**src/hw/rtl/bzs_pkg.sv**
```systemverilog
// Shared types and constants for the cubic Bezier point stepper.
`timescale 1ns / 1ps
package bzs_pkg;
	localparam int unsigned DATA_W  = 32;
	localparam int unsigned COUNT_W = 7;
	localparam int unsigned INDEX_W = 6;
	localparam int unsigned FRAC_W  = 16;
	localparam int unsigned MAG_W   = DATA_W + 1;

	typedef logic signed [DATA_W-1:0] q16_t;

	typedef struct packed {
		logic               last;
		logic [INDEX_W-1:0] index;
		q16_t               t;
	} side_t;
endpackage

```
**src/hw/rtl/bzs_lerp.sv**
```systemverilog
// Three-stage Q16.16 interpolation a + round((b - a) * t), saturated.
`timescale 1ns / 1ps
module bzs_lerp (
	input  logic          clk,
	input  bzs_pkg::q16_t a,
	input  bzs_pkg::q16_t b,
	input  bzs_pkg::q16_t t,
	output bzs_pkg::q16_t res
);
	import bzs_pkg::*;

	localparam int unsigned PROD_W = 2 * DATA_W + 1;
	localparam int unsigned SUM_W  = PROD_W - FRAC_W + 2;

	logic signed [DATA_W:0]   d_s1;
	q16_t                     a_s1, t_s1, a_s2;
	logic signed [PROD_W-1:0] p_s2;
	logic signed [PROD_W:0]   rnd;
	logic signed [SUM_W-1:0]  sum;
	q16_t                     res_s3;

	assign rnd = (PROD_W+1)'(p_s2) + (PROD_W+1)'(signed'(1 << (FRAC_W - 1)));
	assign sum = SUM_W'(signed'(rnd[PROD_W:FRAC_W])) + SUM_W'(a_s2);

	always_ff @(posedge clk) begin
		d_s1   <= (DATA_W+1)'(b) - (DATA_W+1)'(a);
		a_s1   <= a;
		t_s1   <= t;
		p_s2   <= PROD_W'(d_s1) * PROD_W'(t_s1);
		a_s2   <= a_s1;
		if (sum > SUM_W'(signed'(32'sh7FFFFFFF)))
			res_s3 <= 32'sh7FFFFFFF;
		else if (sum < SUM_W'(signed'(32'sh80000000)))
			res_s3 <= 32'sh80000000;
		else
			res_s3 <= DATA_W'(sum);
	end

	assign res = res_s3;
endmodule
```
**config.mk**
```make
export PLATFORM = sky130hd
export DESIGN_NAME = bzs_lerp
export DESIGN_NICKNAME = d
export VERILOG_FILES = /design/src/hw/rtl/bzs_pkg.sv /design/src/hw/rtl/bzs_lerp.sv
export SDC_FILE = /design/constraint.sdc
export NUM_CORES = 2
export LEC_CHECK = 0
export ABC_AREA = 1
export BUFFER_PORTS_ARGS = -buffer_cell sky130_fd_sc_hd__buf_2
export CAP_MARGIN = 0
export CORE_ASPECT_RATIO = 1.2
export CORE_MARGIN = 2
export CORE_UTILIZATION = 30
export DETAILED_ROUTE_END_ITERATION = 6
export HOLD_SLACK_MARGIN = 0.03
export PLACE_DENSITY = 0.51
export SKIP_LAST_GASP = 1
export SLEW_MARGIN = 0
export SYNTH_ARGS = -nofsm -noshare
export SYNTH_HDL_FRONTEND = slang
export SYNTH_SLANG_ARGS = --single-unit
export TNS_END_PERCENT = 5
```
**constraint.sdc**
```tcl
create_clock -name clk -period 10 [get_ports clk]
set_clock_uncertainty 0.15 [all_clocks]
set_input_delay 0.5 -clock clk [delete_from_list [all_inputs] [get_ports clk]]
set_output_delay 0.5 -clock clk [all_outputs]
set_load 0.02 [all_outputs]
```
==> summary.txt <==
Synth
  • Post-synthesis compound-gate area fraction: 3.51%
  • Largest family of logic cells by synthesized area: adder cells
  • Post-synthesis xor/xnor area fraction: 2.82%
  • Synthesized-area fraction occupied by adder cells: 50.5%
  • Post-synthesis sequential area ratio: 8.34%
  • Post-Synthesis Cells: 6,623
  • Leading register cell type out of synthesis: dfxtp_1
  • Post-synth top area cell: fa_1
  • Yosys reg bits: 211
  • Top cells by instance count after synthesis: 2,026 x inv_1, 1,756 x nand2_1, 1,113 x fa_1, 278 x nor2_1, 265 x ha_1
  • Count of cell types in the netlist: 49
  • Multiplexer share of the synthesized area: 0%
  • Share of the synthesized area in the top cell type: 44.0%
  • Post-synthesis net count: 8,098
  • Syn. warnings: 0
  • Cell with the most instances after synthesis: inv_1
  • Simple-Gate Fraction of Synth Area: 17.9%
  • Syn Std Cell Area: 50,700 um^2
  • Post-synth EDFFs: 0
  • Syn Area/Cell: 7.65 um^2
  • Asr flop ratio synth: 0%
  • Ranking of synthesized cells by area: fa_1 44%, inv_1 15%, nand2_1 13%

Clocking
  • CTS tree: yes
  • Clk_lat worst skew: 680 ps
  • TritonCTS Buffers: 30
  • Clock sink count: 211
  • Root Buffer: clkbuf_16
  • H-tree Lvls: 1
  • Reg clk slew, reported paths: 70 ps
  • Setup bufs post-CTS: 0
  • Maximum clock path buffer count: 3

Floorplanning
  • Rows: 165
  • Initial Utilization: 30.1%
  • Core Area: 168,000 um^2
  • Die Y: 454 um
  • DIE WIDTH: 379 um
  • Ports: 129
  • Die area: 172,000 um^2

STA
  • RSZ-0062 raised after global routing: no
  • Hold Vio Cnt, Final: 0
  • Final setup viols: 0
  • Max Clock Freq: 120 MHz
  • Pins Over Slew Limit: 0
  • Setup TNS: 0 ps
  • Tcrit/Tclk final: 83.7%
  • Min Tclk post-route: 8370 ps
  • Slew margin rel.: 23.6%
  • Slew at the pin closest to its max-slew limit: 1140 ps

Detailed routing
  • Detailed router's first-iteration violation count: 2,150
  • Total number of vias: 40,000
  • Antenna viol nets, final: 0
  • DR vias/cell: 4.45
  • First-pass detailed-route iteration total: 6
  • Metal3 WL: 6.59 mm
  • Routed length per placed instance: 17.8 um
  • M1 WL: 67.5 mm
  • Final WL: 160 mm
  • Top Layer Used: met5
  • Met2 wire length: 81.6 mm
  • # DRC: 0

Critical path
  • Reg2Reg Depth: 25
  • WS Path Type: reg -> reg
  • Max stage delay cell, worst path: fa_1
  • Worst EP arrival: 8780 ps
  • Cell depth of the worst setup path: 25
  • CP max FO: 18
  • CP max stage delay: 850 ps
  • Worst setup EP type: register
  • Crit start category: register
  • Reg-to-reg setup timing slack: 1630 ps
  • Critical path buffers and inverters: 7
  • Critical Path RT: 10,420 ps
  • Top cell by count, worst path: fa_1
  • Critical path's top delay family: adder cells

Global routing
  • Gr usage total: 19.2%
  • Initial antenna violation count: 1
  • Global-route wire length before repair: 255 mm
  • Vias in the first global route: 44,200
  • Largest net degree at the start of global routing: 34
  • Total congestion overflow: 0

Min path
  • Hold Crit Class: in -> reg
  • Hold Path Stages: 3

Place
  • Port buffer count: 128
  • DP HPWL: 139 mm
  • Final Wtd Congestion: 0.928

Layout
  • N_diodes: 0
  • Fraction of layout cells with a size suffix above 1: 4.83%
  • Area Growth Syn to Fin: 9.88%
  • NumNets Final: 8,181

Outcome
  • Status: finished, final reports clean

Job
  • MaxCap Viol Count: 0
==> metrics by stage <==
step	hold WS (ps)	cell area [um^2]	cells	util, %	worst slack (ps)
finish	94.0	55700	8984	33.1	1630
global route	102	55700	8984	33.1	1090
CTS	68.4	55700	8984	33.1	1470
detailed placement	163	53900	8863	32.1	1510
global placement	161	53900	8863	32.1	1580
floorplan	160	50700	6623	-	2760
==> final cells by class <==
type                    count  area [um^2]
clock buffers              37          807
multi-input cells        4140        37900
inverters                2040         7660
well taps                2254         2820
flip-flops and latches    211         4220
clock inverters            19          302
repair buffers            283         1990
fillers                 18100       112000
==> registers in the layout (all words and copies together) (netlist names) <==
register / cells
a_s1: 32
a_s2: 32
d_s1: 33
p_s2: 50
res: 32
t_s1: 32
==> placed cells by master, fill, tap and decap left out, types with 30 or more instances in the layout <==
| cell type | netlist | layout |
|---|---|---|
| buf_2 | 2 | 128 |
| o21ai_0 | 75 | 75 |
| clkbuf_16 | 0 | 30 |
| nand3_1 | 98 | 98 |
| buf_4 | 0 | 88 |
| ha_1 | 265 | 265 |
| nand2_1 | 1756 | 1756 |
| nor3_1 | 45 | 45 |
| xnor2_1 | 51 | 51 |
| inv_1 | 2026 | 2026 |
| a21oi_1 | 177 | 177 |
| dlygate4sd3_1 | 0 | 65 |
| dfxtp_1 | 211 | 211 |
| xor2_1 | 112 | 112 |
| nand4_1 | 35 | 35 |
| nor2_1 | 278 | 278 |
| fa_1 | 1113 | 1113 |
==> timing repair <==
item                      CTS  global route
resized for setup           0             0
hold endpoints to repair   65             0
hold buffers               65             0
==> layer usage <==
metal	up-vias	track usage [%]
li1	18800	-
met2	897	34.9
met4	2	4.91
met3	202	1.71
met5	-	0
met1	20100	24.2
==> tightest hold or removal path, stage by stage <==
cell,delay [ps]
buf_2,80
ha_1,170
xor2_1,90
==> kinds of logic (layout without fill, tap and decap cells) <==
kind of cell | Yosys count | after routing
DFF | 211 | 211
xor gates and xnor gates | 163 | 163
AOI/OAI and AO/OA | 320 | 320
buffers and inverters | 2272 | 2379
and+or+nand+nor | 2279 | 2279
adders and majority gates | 1378 | 1378
==> path summary, 6_finish.rpt <==
path,from,to
setup / recovery,d_s1[32]$_DFF_P_,p_s2[52]$_DFF_P_
hold / removal,b[30],d_s1[30]$_DFF_P_
setup reg to reg,d_s1[32]$_DFF_P_,p_s2[52]$_DFF_P_
hold reg to reg,a_s1[16]$_DFF_P_,a_s2[16]$_DFF_P_
Power is left out: the tool's default activity adds up to more than one toggle a clock period on the data nets, which glitch-free logic cannot reach.
