--- src/hw/rtl/bzs_pkg.sv ---
// Shared types and constants for the cubic Bezier point stepper.
`timescale 1ns / 1ps
package bzs_pkg;
	localparam int unsigned DATA_W  = 32;
	localparam int unsigned COUNT_W = 7;
	localparam int unsigned INDEX_W = 6;
	localparam int unsigned FRAC_W  = 16;
	localparam int unsigned MAG_W   = DATA_W + 1;

	typedef logic signed [DATA_W-1:0] q16_t;

	typedef struct packed {
		logic               last;
		logic [INDEX_W-1:0] index;
		q16_t               t;
	} side_t;
endpackage

--- src/hw/rtl/bzs_divider.sv ---
// Restoring divider: one quotient bit per cycle, magnitude of span by step count.
`timescale 1ns / 1ps
module bzs_divider (
	input  logic                       clk,
	input  logic                       arst_n,
	input  logic                       start,
	input  logic [bzs_pkg::MAG_W-1:0]  dividend,
	input  logic [bzs_pkg::INDEX_W-1:0] divisor,
	output logic                       done,
	output logic [bzs_pkg::MAG_W-1:0]  quotient,
	output logic [bzs_pkg::INDEX_W-1:0] remainder
);
	import bzs_pkg::*;

	localparam int unsigned CNT_W = $clog2(MAG_W + 1);

	logic                 run_q;
	logic [CNT_W-1:0]     cnt_q;
	logic [MAG_W-1:0]     quo_q;
	logic [INDEX_W-1:0]   rem_q;
	logic [INDEX_W-1:0]   div_q;
	logic [INDEX_W:0]     trial;
	logic                 fits;

	assign trial = {rem_q, quo_q[MAG_W-1]};
	assign fits  = trial >= {1'b0, div_q};

	always_ff @(posedge clk or negedge arst_n) begin
		if (!arst_n) begin
			run_q <= 1'b0;
			done  <= 1'b0;
			cnt_q <= '0;
		end else begin
			done <= 1'b0;
			if (start) begin
				run_q <= 1'b1;
				cnt_q <= CNT_W'(MAG_W);
			end else if (run_q) begin
				cnt_q <= cnt_q - 1'b1;
				if (cnt_q == CNT_W'(1)) begin
					run_q <= 1'b0;
					done  <= 1'b1;
				end
			end
		end
	end

	always_ff @(posedge clk) begin
		if (start) begin
			quo_q <= dividend;
			rem_q <= '0;
			div_q <= divisor;
		end else if (run_q) begin
			quo_q <= {quo_q[MAG_W-2:0], fits};
			rem_q <= fits ? INDEX_W'(trial - {1'b0, div_q}) : INDEX_W'(trial);
		end
	end

	assign quotient  = quo_q;
	assign remainder = rem_q;
endmodule

--- config.mk ---
export PLATFORM = sky130hd
export DESIGN_NAME = bzs_divider
export DESIGN_NICKNAME = d
export VERILOG_FILES = /design/src/hw/rtl/bzs_pkg.sv /design/src/hw/rtl/bzs_divider.sv
export SDC_FILE = /design/constraint.sdc
export NUM_CORES = 1
export LEC_CHECK = 0
export ABC_CLOCK_PERIOD_IN_PS = 7200
export BUFFER_PORTS_ARGS = -buffer_cell sky130_fd_sc_hd__buf_4
export CAP_MARGIN = 15
export CORE_MARGIN = 2
export CORE_UTILIZATION = 40
export CTS_CLUSTER_DIAMETER = 150
export CTS_CLUSTER_SIZE = 20
export DETAILED_ROUTE_END_ITERATION = 8
export PLACE_DENSITY_LB_ADDON = 0.12
export SLEW_MARGIN = 40
export SYNTH_ARGS = -nofsm -noshare
export SYNTH_HDL_FRONTEND = slang
export SYNTH_SLANG_ARGS = --single-unit
--- constraint.sdc ---
create_clock -name clk -period 7.2 [get_ports clk]
set_clock_uncertainty 0.2 [all_clocks]
set_input_delay 0.72 -clock clk [delete_from_list [all_inputs] [get_ports clk]]
set_output_delay 0.72 -clock clk [all_outputs]
set_load 0.05 [all_outputs]
==> summary.txt, run 1 <==
Run status
  – Status: complete, no violations

Pwr
  – Peak supply drop: 0.0001419 V
  – Pwr per Cell Area: 351.3 mW/mm2
  – Int Pwr: 701.7 uW
  – Clk network pwr share: 16.9%
  – Comb pwr share: 42.4%
  – Switching part of the total: 39.49%
  – Leakage Power: 1.444 nW
  – NetSw: 457.9 uW
  – Seq pwr share: 40.7%

CTS
  – Longest Clk Path Bufs: 2
  – CTS clk-pin slew, worst paths: 0.10 ns
  – # H-tree levels: 2
  – Clk sink count: 53
  – CTS tree: done
  – Root buf cell: clkbuf_8
  – Clock latency on the worst-skew pair: 0.30 ns
  – CTS buffer count: 5
  – Post-CTS Resized: 0
  – Hold_buf cts: 0
  – Setup Fix Bufs, Post-CTS: 0

Layout
  – Area grow syn2layout: 30.66%
  – Layout cells sized above 1: 45.52%
  – Antenna cells: 0
  – Most frequent cells in the layout: buf_4, edfxtp_1, mux2_2, nor2_1, inv_1
  – Layout fillers: 557
  – Layout Nets: 319
  – Most common cell after layout, fill and taps aside: buf_4
  – Fin util: 54.78%
  – Layout Cells excl Fill: 343

Global routing
  – Global route overflow: 0
  – Initial antenna violation count: 0
  – Largest net degree at the start of global routing: 58
  – Gr usage total: 13.98%
  – Number of global-route vias before repair: 1702
  – Global-route wire length before repair: 7969 um

Logic synthesis
  – Post-Syn Area: 0.002526 mm2
  – Mux cell area share after synthesis: 16.34%
  – Largest family of logic cells by synthesized area: multiplexers
  – Synth Warn #: 0
  – Syn_area_per_cell: 13.51 um2
  – Cell count after synthesis: 187
  – Post-synthesis sequential area ratio: 59.04%
  – Post-synthesis xor/xnor area fraction: 2.427%
  – Synth Area in Adders: 5.250%
  – Compound-cell area share of the yosys netlist: 5.448%
  – Simple-Gate Fraction of Synth Area: 8.073%
  – Seq cells post-synth: 53
  – Synth Net Count: 239
  – Synth unique cells: 35

Timing
  – F_max: 0.4187 GHz
  – Final worst path period share: 33.17%
  – Unrepaired setup endpoints after global routing: false
  – Final Max Tran Viols: 0
  – Sum Neg Setup Slack: 0 ns
  – Hold_ws: 0.01241 ns
  – Fin crit period: 2.388 ns
  – Slew @ Worst Pin: 0.6483 ns
  – Worst relative slew slack: 56.78%
  – Final hold vios: 0
  – Finish-stage setup viols: 0

Place
  – GP Congestion: 0.7231
  – Placed cell count: 335
  – Post-detail-place hpwl: 3460 um
  – Port-buffer cells: 81

Drt
  – Drt first pass iters: 4
  – # DRC: 0
  – Vias/cell: 4.878
  – Via count: 1673
  – Drt total wl: 4805 um
  – Drt wl/cell: 14.01 um
  – Routed Antenna Nets: 0
  – Initial DRC count: 93

Floorplanning
  – Row cnt: 28
  – Die area: 0.006967 mm2
  – Initial Util: 41.92%
  – Chip height: 83.47 um
  – I/O pin count: 82
  – Core footprint: 0.006026 mm2
  – Die width: 83.47 um

Critical path
  – Critical path's slowest cell: or3_1
  – Crit path cell chain: ha_1 -> a21o_1 -> a211o_1 -> a41o_1 -> nor4bb_1 -> or3_1
  – Worst endpoint required time: 7.18 ns
  – CP peak stage delay: 0.38 ns
  – Startpoint types: register
  – CP bufs+invs: 0
  – Crit. Startpoint: remainder[3]$_SDFFE_PP0P_
  – CP Capture Type: register
  – CP max FO: 10
  – Crit path kind: reg2reg
  – Reg-to-Reg Start: remainder[3]$_SDFFE_PP0P_
  – Data arrival time of the worst path: 2.37 ns
  – Crit path max-delay family: compound AO/OA/AOI/OAI gates

Run
  – Number of max-cap violations: 0

Min path
  – Tightest Hold Check Type: in2async
[cells by family (layout without fill, tap and decap cells)]
family | Yosys count | after routing
flops | 53 | 53
simple gates | 38 | 38
mux | 37 | 37
fa+ha+maj | 10 | 10
compound gates | 21 | 21
xor+xnor | 7 | 7
buf+inv | 21 | 102
[registers in the layout, summed over array words and instances (netlist names)]
register,cells
done,1
cnt_q,6
remainder,6
quotient,33
run_q,1
div_q,6
[through the flow]
step	total power [mW]	setup WS, ns	area (um2)
finish	1.160	4.812	3301
global route	1.225	4.707	3301
CTS	1.173	4.785	3301
detailed placement	0.9767	4.761	3194
global placement	0.9726	4.769	3194
floorplan	0.8372	4.373	2526
[worst reg2reg max path: stages (launching register included)]
cell	delay (ns)
dfxtp_1	0.34
ha_1	0.37
a21o_1	0.18
a211o_1	0.28
a41o_1	0.33
nor4bb_1	0.19
or3_1	0.38
[layout make-up]
| cell class | instances | area [um2] | share of cell area [%] |
|---|---|---|---|
| Clock buffer | 6 | 72.57 | 2.199 |
| Sequential cell | 53 | 1491 | 45.19 |
| Clock inverter | 2 | 33.78 | 1.024 |
| Tap cell | 75 | 93.84 | 2.843 |
| Inverter | 12 | 45.04 | 1.365 |
| Timing Repair Buffer | 82 | 615.6 | 18.65 |
| Multi-Input combinational cell | 113 | 948.4 | 28.73 |
[power groups by stage]
stage | Clock [mW] | Sequential, mW | Combinational [mW]
2_1_floorplan | 0 | 0.650 | 0.187
3_3_place_gp | 0 | 0.479 | 0.494
3_5_place_dp | 0 | 0.479 | 0.498
4_1_cts | 0.202 | 0.474 | 0.498
5_1_grt | 0.213 | 0.484 | 0.528
6_report | 0.196 | 0.472 | 0.492
[routing by layer]
metal	up-vias	global-route usage [%]	share of wire, %
met1	787	19.13	46
met3	5	3.561	5.6
li1	835	-	-
met5	-	0	0
met4	0	3.519	0.85
met2	46	22.36	47
[synthesized netlist by cell type]
cell,instances,area (um2)
a211o_1,1,8.760
a211oi_1,5,37.54
a21o_1,1,7.510
a21oi_1,6,30.03
a41o_1,1,10.01
and2_1,1,6.260
and3_1,1,6.260
and4b_1,1,10.01
buf_1,1,3.750
buf_6,1,11.26
clkbuf_1,7,26.28
dfrtp_1,8,200.2
dfxtp_1,6,120.1
edfxtp_1,39,1171
fa_1,1,20.02
ha_1,9,112.6
inv_1,12,45.04
mux2_2,34,382.9
mux2i_1,3,30.03
nand2_1,4,15.01
nand2b_1,3,18.77
nor2_1,16,60.06
nor2b_1,2,12.51
nor3_1,2,10.01
nor3b_1,4,30.03
nor4b_1,1,8.760
nor4bb_1,1,10.01
o21a_1,1,7.510
o21ai_0,4,20.02
o21bai_1,1,7.510
o311ai_1,1,8.760
or3_1,1,6.260
or4b_1,1,10.01
xnor2_1,4,35.03
xor2_1,3,26.28
[path summary, 6_finish.rpt]
check	slack, ns	end	cells after the start
setup / recovery	4.81	remainder[1]$_SDFFE_PP0P_	6
hold / removal	0.01	cnt_q[3]$_DFFE_PN0P_	1
setup reg to reg	4.81	remainder[1]$_SDFFE_PP0P_	6
hold reg to reg	0.32	remainder[5]$_SDFFE_PP0P_	2
max in group asynchronous	6.65	cnt_q[5]$_DFFE_PN0P_	1
min in group clk	0.32	remainder[5]$_SDFFE_PP0P_	2
Power figures use the tool's default switching activity.
==> inputs of run 2 (changes only) <==
--- a/config.mk
+++ b/config.mk
@@ -5,7 +5,8 @@
 export SDC_FILE = /design/constraint.sdc
 export NUM_CORES = 1
 export LEC_CHECK = 0
-export ABC_CLOCK_PERIOD_IN_PS = 7200
+export ABC_AREA = 1
+export ABC_CLOCK_PERIOD_IN_PS = 2400
 export BUFFER_PORTS_ARGS = -buffer_cell sky130_fd_sc_hd__buf_4
 export CAP_MARGIN = 15
 export CORE_MARGIN = 2
==> constraint.sdc (replaced) <==
create_clock -name clk -period 2.4 [get_ports clk]
set_clock_uncertainty 0.2 [all_clocks]
set_input_delay 0.24 -clock clk [delete_from_list [all_inputs] [get_ports clk]]
set_output_delay 0.24 -clock clk [all_outputs]
set_load 0.05 [all_outputs]
==> summary.txt, run 2 <==
Layout
  – Antenna cells: 0
  – Layout fillers: 557
  – Final instance area: 0.003730 mm2
  – Layout Nets: 455
  – Max reg flops: 33
  – Most frequent cells in the layout: nand2_1, buf_4, edfxtp_1, dlygate4sd3_1, inv_1
  – Area grow syn2layout: 44.85%
  – Layout cells sized above 1: 25.00%
  – Most common cell after layout, fill and taps aside: nand2_1

Logic synthesis
  – Synth Warn #: 0
  – Synth Net Count: 338
  – EDFF count, synth: 39
  – Seq cells post-synth: 53
  – Yosys top cell area share: 45.48%
  – Post-Syn Area: 0.002575 mm2
  – Dominant cell type by area after synthesis: edfxtp_1
  – FFs w/ async S/R, synth: 15.09%
  – Most frequent cell after synthesis: nand2_1
  – Synth top area cells: edfxtp_1, nand2_1, dfrtp_1
  – Post-synthesis sequential area ratio: 57.92%
  – Synth Flop Type: edfxtp_1
  – Synth unique cells: 29
  – Syn_area_per_cell: 9.003 um2
  – Commonest cells post-synth: nand2_1, edfxtp_1, inv_1, nand3_1
  – Cell count after synthesis: 286

CTS
  – Clk sink count: 53
  – CTS tree: done
  – Longest Clk Path Bufs: 2
  – CTS buffer count: 5
  – Clock latency on the worst-skew pair: 0.31 ns
  – # H-tree levels: 2
  – Root buf cell: clkbuf_8
  – CTS clk-pin slew, worst paths: 0.10 ns

Timing
  – Final hold vios: 0
  – Worst relative slew slack: 66.47%
  – Hold_ws: 0.005442 ns
  – Slew @ Worst Pin: 0.5011 ns
  – Sum Neg Setup Slack: 0 ns
  – Final setup margin: 0.4962 ns
  – F_max: 0.5253 GHz
  – Final Max Tran Viols: 0
  – Finish-stage setup viols: 0
  – Final worst path period share: 79.32%
  – Fin crit period: 1.904 ns
  – Unrepaired setup endpoints after global routing: false

Critical path
  – Crit. Startpoint: quotient[32]$_DFFE_PP_
  – CP bufs+invs: 1
  – CP max FO: 3
  – Most common cell on crit path: nand3_1
  – Crit path cell chain: inv_1 -> ha_1 -> fa_1 -> or2_1 -> nand4_1 -> nand3_1 -> nand3_1 -> nand2_1
  – Startpoint types: register
  – Worst endpoint required time: 2.41 ns
  – CP Capture Type: register
  – R2R Path End: remainder[4]$_SDFFE_PP0P_
  – Total stage count of the critical path: 8
  – Reg-to-Reg Start: quotient[32]$_DFFE_PP_
  – Critical Path End: remainder[4]$_SDFFE_PP0P_
  – CP peak stage delay: 0.40 ns
  – Crit path kind: reg2reg
  – Worst reg-to-reg setup slack: 0.50 ns
  – Data arrival time of the worst path: 1.91 ns
  – Crit path max-delay family: adder cells
  – Critical path's slowest cell: fa_1
  – Reg2reg path depth: 8

Run status
  – Status: complete, no violations

Floorplanning
  – Row cnt: 29
  – Core footprint: 0.006277 mm2
  – Die width: 84.24 um
  – Die area: 0.007096 mm2
  – I/O pin count: 82
  – Chip height: 84.24 um
  – Initial Util: 41.02%

Drt
  – Initial DRC count: 59
  – Vias/cell: 4.605
  – Drt total wl: 5982 um
  – Via count: 2215
  – Routed Antenna Nets: 0
  – # DRC: 0
  – Drt first pass iters: 4
  – Drt wl/cell: 12.44 um

Global routing
  – Initial antenna violation count: 0
  – Global route overflow: 0
  – Gr usage total: 17.48%
  – Largest net degree at the start of global routing: 27
  – Global-route wire length before repair: 9942 um
  – Number of global-route vias before repair: 2206

Pwr
  – Leakage Power: 1.878 nW
  – Peak supply drop: 0.0005057 V
  – Pwr per Cell Area: 877.5 mW/mm2

Place
  – Area after DPL: 0.003286 mm2
  – GP Congestion: 0.8220
  – Worst slack, placed: 0.5202 ns
  – Port-buffer cells: 81
  – Post-detail-place hpwl: 4208 um

Min path
  – WHS Path Cells: 3
  – Tightest Hold Check Type: in2reg

Run
  – Number of max-cap violations: 0
## run 2: cell types whose count changed in the layout (fill, tap and decap cells not counted), sizes merged, moves of 4 or more
cell | previous run | this run
nor2 | 16 | 11
dlygate4sd3 | 0 | 33
nor3b | 4 | 0
mux2 | 34 | 0
inv | 12 | 28
nand3 | 0 | 17
a211oi | 5 | 0
nand2 | 4 | 137
## run 2: metrics by stage
| step | util [%] | cells | total power, mW |
|---|---|---|---|
| floorplan | - | 286 | 2.237 |
| global route | 59.42 | 481 | 3.456 |
| global placement | 52.34 | 440 | 2.620 |
| finish | 59.42 | 481 | 3.273 |
| CTS | 59.42 | 481 | 3.297 |
| detailed placement | 52.34 | 440 | 2.630 |
## run 2: power breakdown
| part | switching (mW) | internal, mW | total (mW) |
|---|---|---|---|
| Sequential | 0.119 | 1.16 | 1.28 |
| Combinational | 0.900 | 0.469 | 1.37 |
| Clock | 0.309 | 0.315 | 0.624 |
| Total | 1.33 | 1.95 | 3.27 |
## run 2: worst min-delay path: stages
cell and delay, ns:
buf_4 0.07, nand2_1 0.05, nand2_1 0.05
## run 2: final cells by class
cell class / count / area [um2] / area share, %
Sequential cell: 53 / 1491 / 39.99
Timing Repair Buffer: 118 / 980.9 / 26.30
Multi-Input combinational cell: 198 / 945.9 / 25.36
Inverter: 27 / 101.3 / 2.717
Tap cell: 77 / 96.34 / 2.583
Clock buffer: 5 / 68.82 / 1.845
Clock inverter: 3 / 45.04 / 1.208
## run 2: what timing repair did
action                     in CTS  in global routing
resized for setup               0                  0
hold buffers                   33                  0
setup buffers                   0                  0
hold endpoints to repair       40                  0
setup endpoints to repair       0                  0
## run 2: worst min-delay path by stage
stage          slack [ns]                     end    startpoint
2_1_floorplan       -0.26    cnt_q[0]$_DFFE_PN0P_        arst_n
3_3_place_gp        -0.14    cnt_q[4]$_DFFE_PN0P_        arst_n
3_5_place_dp        -0.14    cnt_q[4]$_DFFE_PN0P_        arst_n
4_1_cts            0.0004  quotient[28]$_DFFE_PP_  dividend[28]
5_1_grt             0.007  quotient[30]$_DFFE_PP_  dividend[30]
6_report            0.005  quotient[28]$_DFFE_PP_  dividend[28]
## run 2: kinds of logic (layout without fill, tap and decap cells)
group,after synthesis,after routing,share of synthesized area (%)
simple gates,173,173,28.13
flops,53,53,57.92
buf+inv,35,153,5.345
compound gates,13,13,2.770
fa+ha+maj,10,10,5.151
xor+xnor,2,2,0.6804
## run 2: layer usage
metal  routed length [um]  track usage (%)
met1                 2608            21.81
met2                 2959            29.94
met3                  342            3.835
met4                   72            6.158
met5                    0                0
==> inputs of run 3 (changes only) <==
--- a/config.mk
+++ b/config.mk
@@ -5,8 +5,8 @@
 export SDC_FILE = /design/constraint.sdc
 export NUM_CORES = 1
 export LEC_CHECK = 0
-export ABC_AREA = 1
-export ABC_CLOCK_PERIOD_IN_PS = 2400
+export ABC_AREA = 0
+export ABC_CLOCK_PERIOD_IN_PS = 2000
 export BUFFER_PORTS_ARGS = -buffer_cell sky130_fd_sc_hd__buf_4
 export CAP_MARGIN = 15
 export CORE_MARGIN = 2
==> constraint.sdc (replaced) <==
create_clock -name clk -period 2 [get_ports clk]
set_clock_uncertainty 0.2 [all_clocks]
set_input_delay 0.2 -clock clk [delete_from_list [all_inputs] [get_ports clk]]
set_output_delay 0.2 -clock clk [all_outputs]
set_load 0.05 [all_outputs]
==> summary.txt, run 3 (synthesized netlist as in run 1, its figures left out) <==
Timing
  – Finish-stage setup viols: 7
  – Unrepaired setup endpoints after global routing: true
  – F_max: 0.4584 GHz
  – Worst relative slew slack: 60.01%
  – Final hold vios: 0
  – Final worst path period share: 109.1%
  – Slew @ Worst Pin: 0.5999 ns
  – Fin crit period: 2.181 ns
  – Hold_ws: 0.02696 ns
  – Final Max Tran Viols: 0
  – Final setup margin: -0.1813 ns

Drt
  – DR WL met3: 302 um
  – Metal-1 WL: 2541 um
  – Drt total wl: 5768 um
  – Top layer in use: met4
  – Vias/cell: 4.759
  – Routed wl met2: 2876 um
  – Drt wl/cell: 14.31 um
  – # DRC: 0
  – Drt first pass iters: 4
  – Via count: 1918
  – Initial DRC count: 54
  – Routed Antenna Nets: 0

Floorplanning
  – Row cnt: 28
  – Initial Util: 41.92%
  – I/O pin count: 82
  – Die area: 0.006967 mm2
  – Die width: 83.47 um
  – Chip height: 83.47 um
  – Core footprint: 0.006026 mm2

Critical path
  – R2R Path End: remainder[0]$_SDFFE_PP0P_
  – Startpoint types: register
  – Data arrival time of the worst path: 2.20 ns
  – Worst endpoint required time: 2.02 ns
  – Reg2reg path depth: 7
  – Worst reg-to-reg setup slack: -0.18 ns
  – Crit path kind: reg2reg
  – CP max FO: 4
  – Reg-to-Reg Start: div_q[4]$_DFFE_PP_
  – CP Capture Type: register

Global routing
  – Number of global-route vias before repair: 1930
  – Initial antenna violation count: 0
  – Global-route wire length before repair: 9335 um
  – Gr usage total: 16.64%
  – Largest net degree at the start of global routing: 48
  – Global route overflow: 0

CTS
  – CTS tree: done
  – CTS buffer count: 5
  – Clock latency on the worst-skew pair: 0.32 ns
  – CTS clk-pin slew, worst paths: 0.10 ns
  – # H-tree levels: 2
  – Clk sink count: 53
  – Longest Clk Path Bufs: 2
  – Root buf cell: clkbuf_8

Pwr
  – Pwr per Cell Area: 1118 mW/mm2
  – Final Power: 4.357 mW
  – Peak supply drop: 0.0005625 V
  – Leakage Power: 1.701 nW

Layout
  – Most frequent cells in the layout: buf_4, dlygate4sd3_1, edfxtp_1, mux2_2, nor2_1
  – Layout cells sized above 1: 47.87%
  – Antenna cells: 0
  – Fin util: 64.66%
  – Area grow syn2layout: 54.23%
  – Most common cell after layout, fill and taps aside: buf_4
  – Max reg flops: 33
  – Layout Nets: 379

Run status
  – Failing checks: negative setup slack
  – Status: finished, violations left

Place
  – GP Congestion: 0.7218
  – Post-detail-place hpwl: 3783 um
  – Port-buffer cells: 81

Min path
  – Tightest Hold Check Type: in2async

Run
  – Number of max-cap violations: 0
==> run 3: cell types whose count changed in the layout (fill, tap and decap cells not counted), sizes merged, moves of 4 or more <==
cell | before | now
a211oi | 0 | 5
buf | 85 | 102
dlygate4sd3 | 33 | 40
inv | 28 | 11
mux2 | 0 | 34
nand2 | 137 | 4
nand3 | 17 | 0
nor2 | 11 | 16
nor3b | 0 | 4
==> run 3: critical path, cell delays in order (launching register included) <==
cell      delay (ns)
edfxtp_1        0.39
inv_2           0.08
ha_4            0.19
a21o_1          0.15
a211o_1         0.25
a41o_1          0.25
or4b_1          0.51
o311ai_1        0.08
==> run 3: timing repair <==
item / in CTS / in global routing
hold buffers: 40 / 0
gates resized for setup: 1 / 0
pin swaps: 1 / 2
hold endpoints to repair: 47 / 0
buffers inserted: 1 / 0
endpoints found under the setup margin: 7 / 7
==> run 3: worst max-delay path by stage <==
stage / end / slack (ns) / start / depth (start not counted)
after floorplan: remainder[4]$_SDFFE_PP0P_ / -0.28 / quotient[32]$_DFFE_PP_ / 8
after global placement: remainder[0]$_SDFFE_PP0P_ / -0.15 / div_q[4]$_DFFE_PP_ / 7
after detailed placement: remainder[0]$_SDFFE_PP0P_ / -0.19 / div_q[4]$_DFFE_PP_ / 7
after CTS: remainder[0]$_SDFFE_PP0P_ / -0.19 / div_q[4]$_DFFE_PP_ / 7
after global routing: remainder[0]$_SDFFE_PP0P_ / -0.28 / div_q[4]$_DFFE_PP_ / 7
final: remainder[0]$_SDFFE_PP0P_ / -0.18 / div_q[4]$_DFFE_PP_ / 7
==> run 3: final cells by class <==
cell class	instances	area, um2
multi-input combinational	113	987.2
inverter	12	48.80
fill	511	2130
clock inverter	2	16.27
tap	75	93.84
sequential	53	1499
clock buffer	6	72.57
timing repair buffer	142	1179
==> run 3: layer usage <==
metal  GRT usage [%]  up-vias
li1                -      955
met1           20.61      909
met2           28.45       48
met3           5.242        6
met4           3.959        0
met5               0        -
==> run 3: power by group <==
group          switching, mW  total, mW  internal, mW
sequential             0.183       1.68          1.50
clock                  0.371      0.621         0.250
combinational           1.21       2.05         0.845
total                   1.76       4.36          2.59
==> run 3: metrics by stage <==
stage / TNS (ns) / setup slack (ns) / instance area, um2 / instances
2_1_floorplan: -1.010 / -0.2793 / 2579 / 187
3_3_place_gp: -0.6823 / -0.1494 / 3400 / 354
3_5_place_dp: -1.003 / -0.1918 / 3400 / 354
4_1_cts: -1.050 / -0.1934 / 3896 / 403
5_1_grt: -1.459 / -0.2834 / 3896 / 403
6_report: -0.7757 / -0.1813 / 3896 / 403
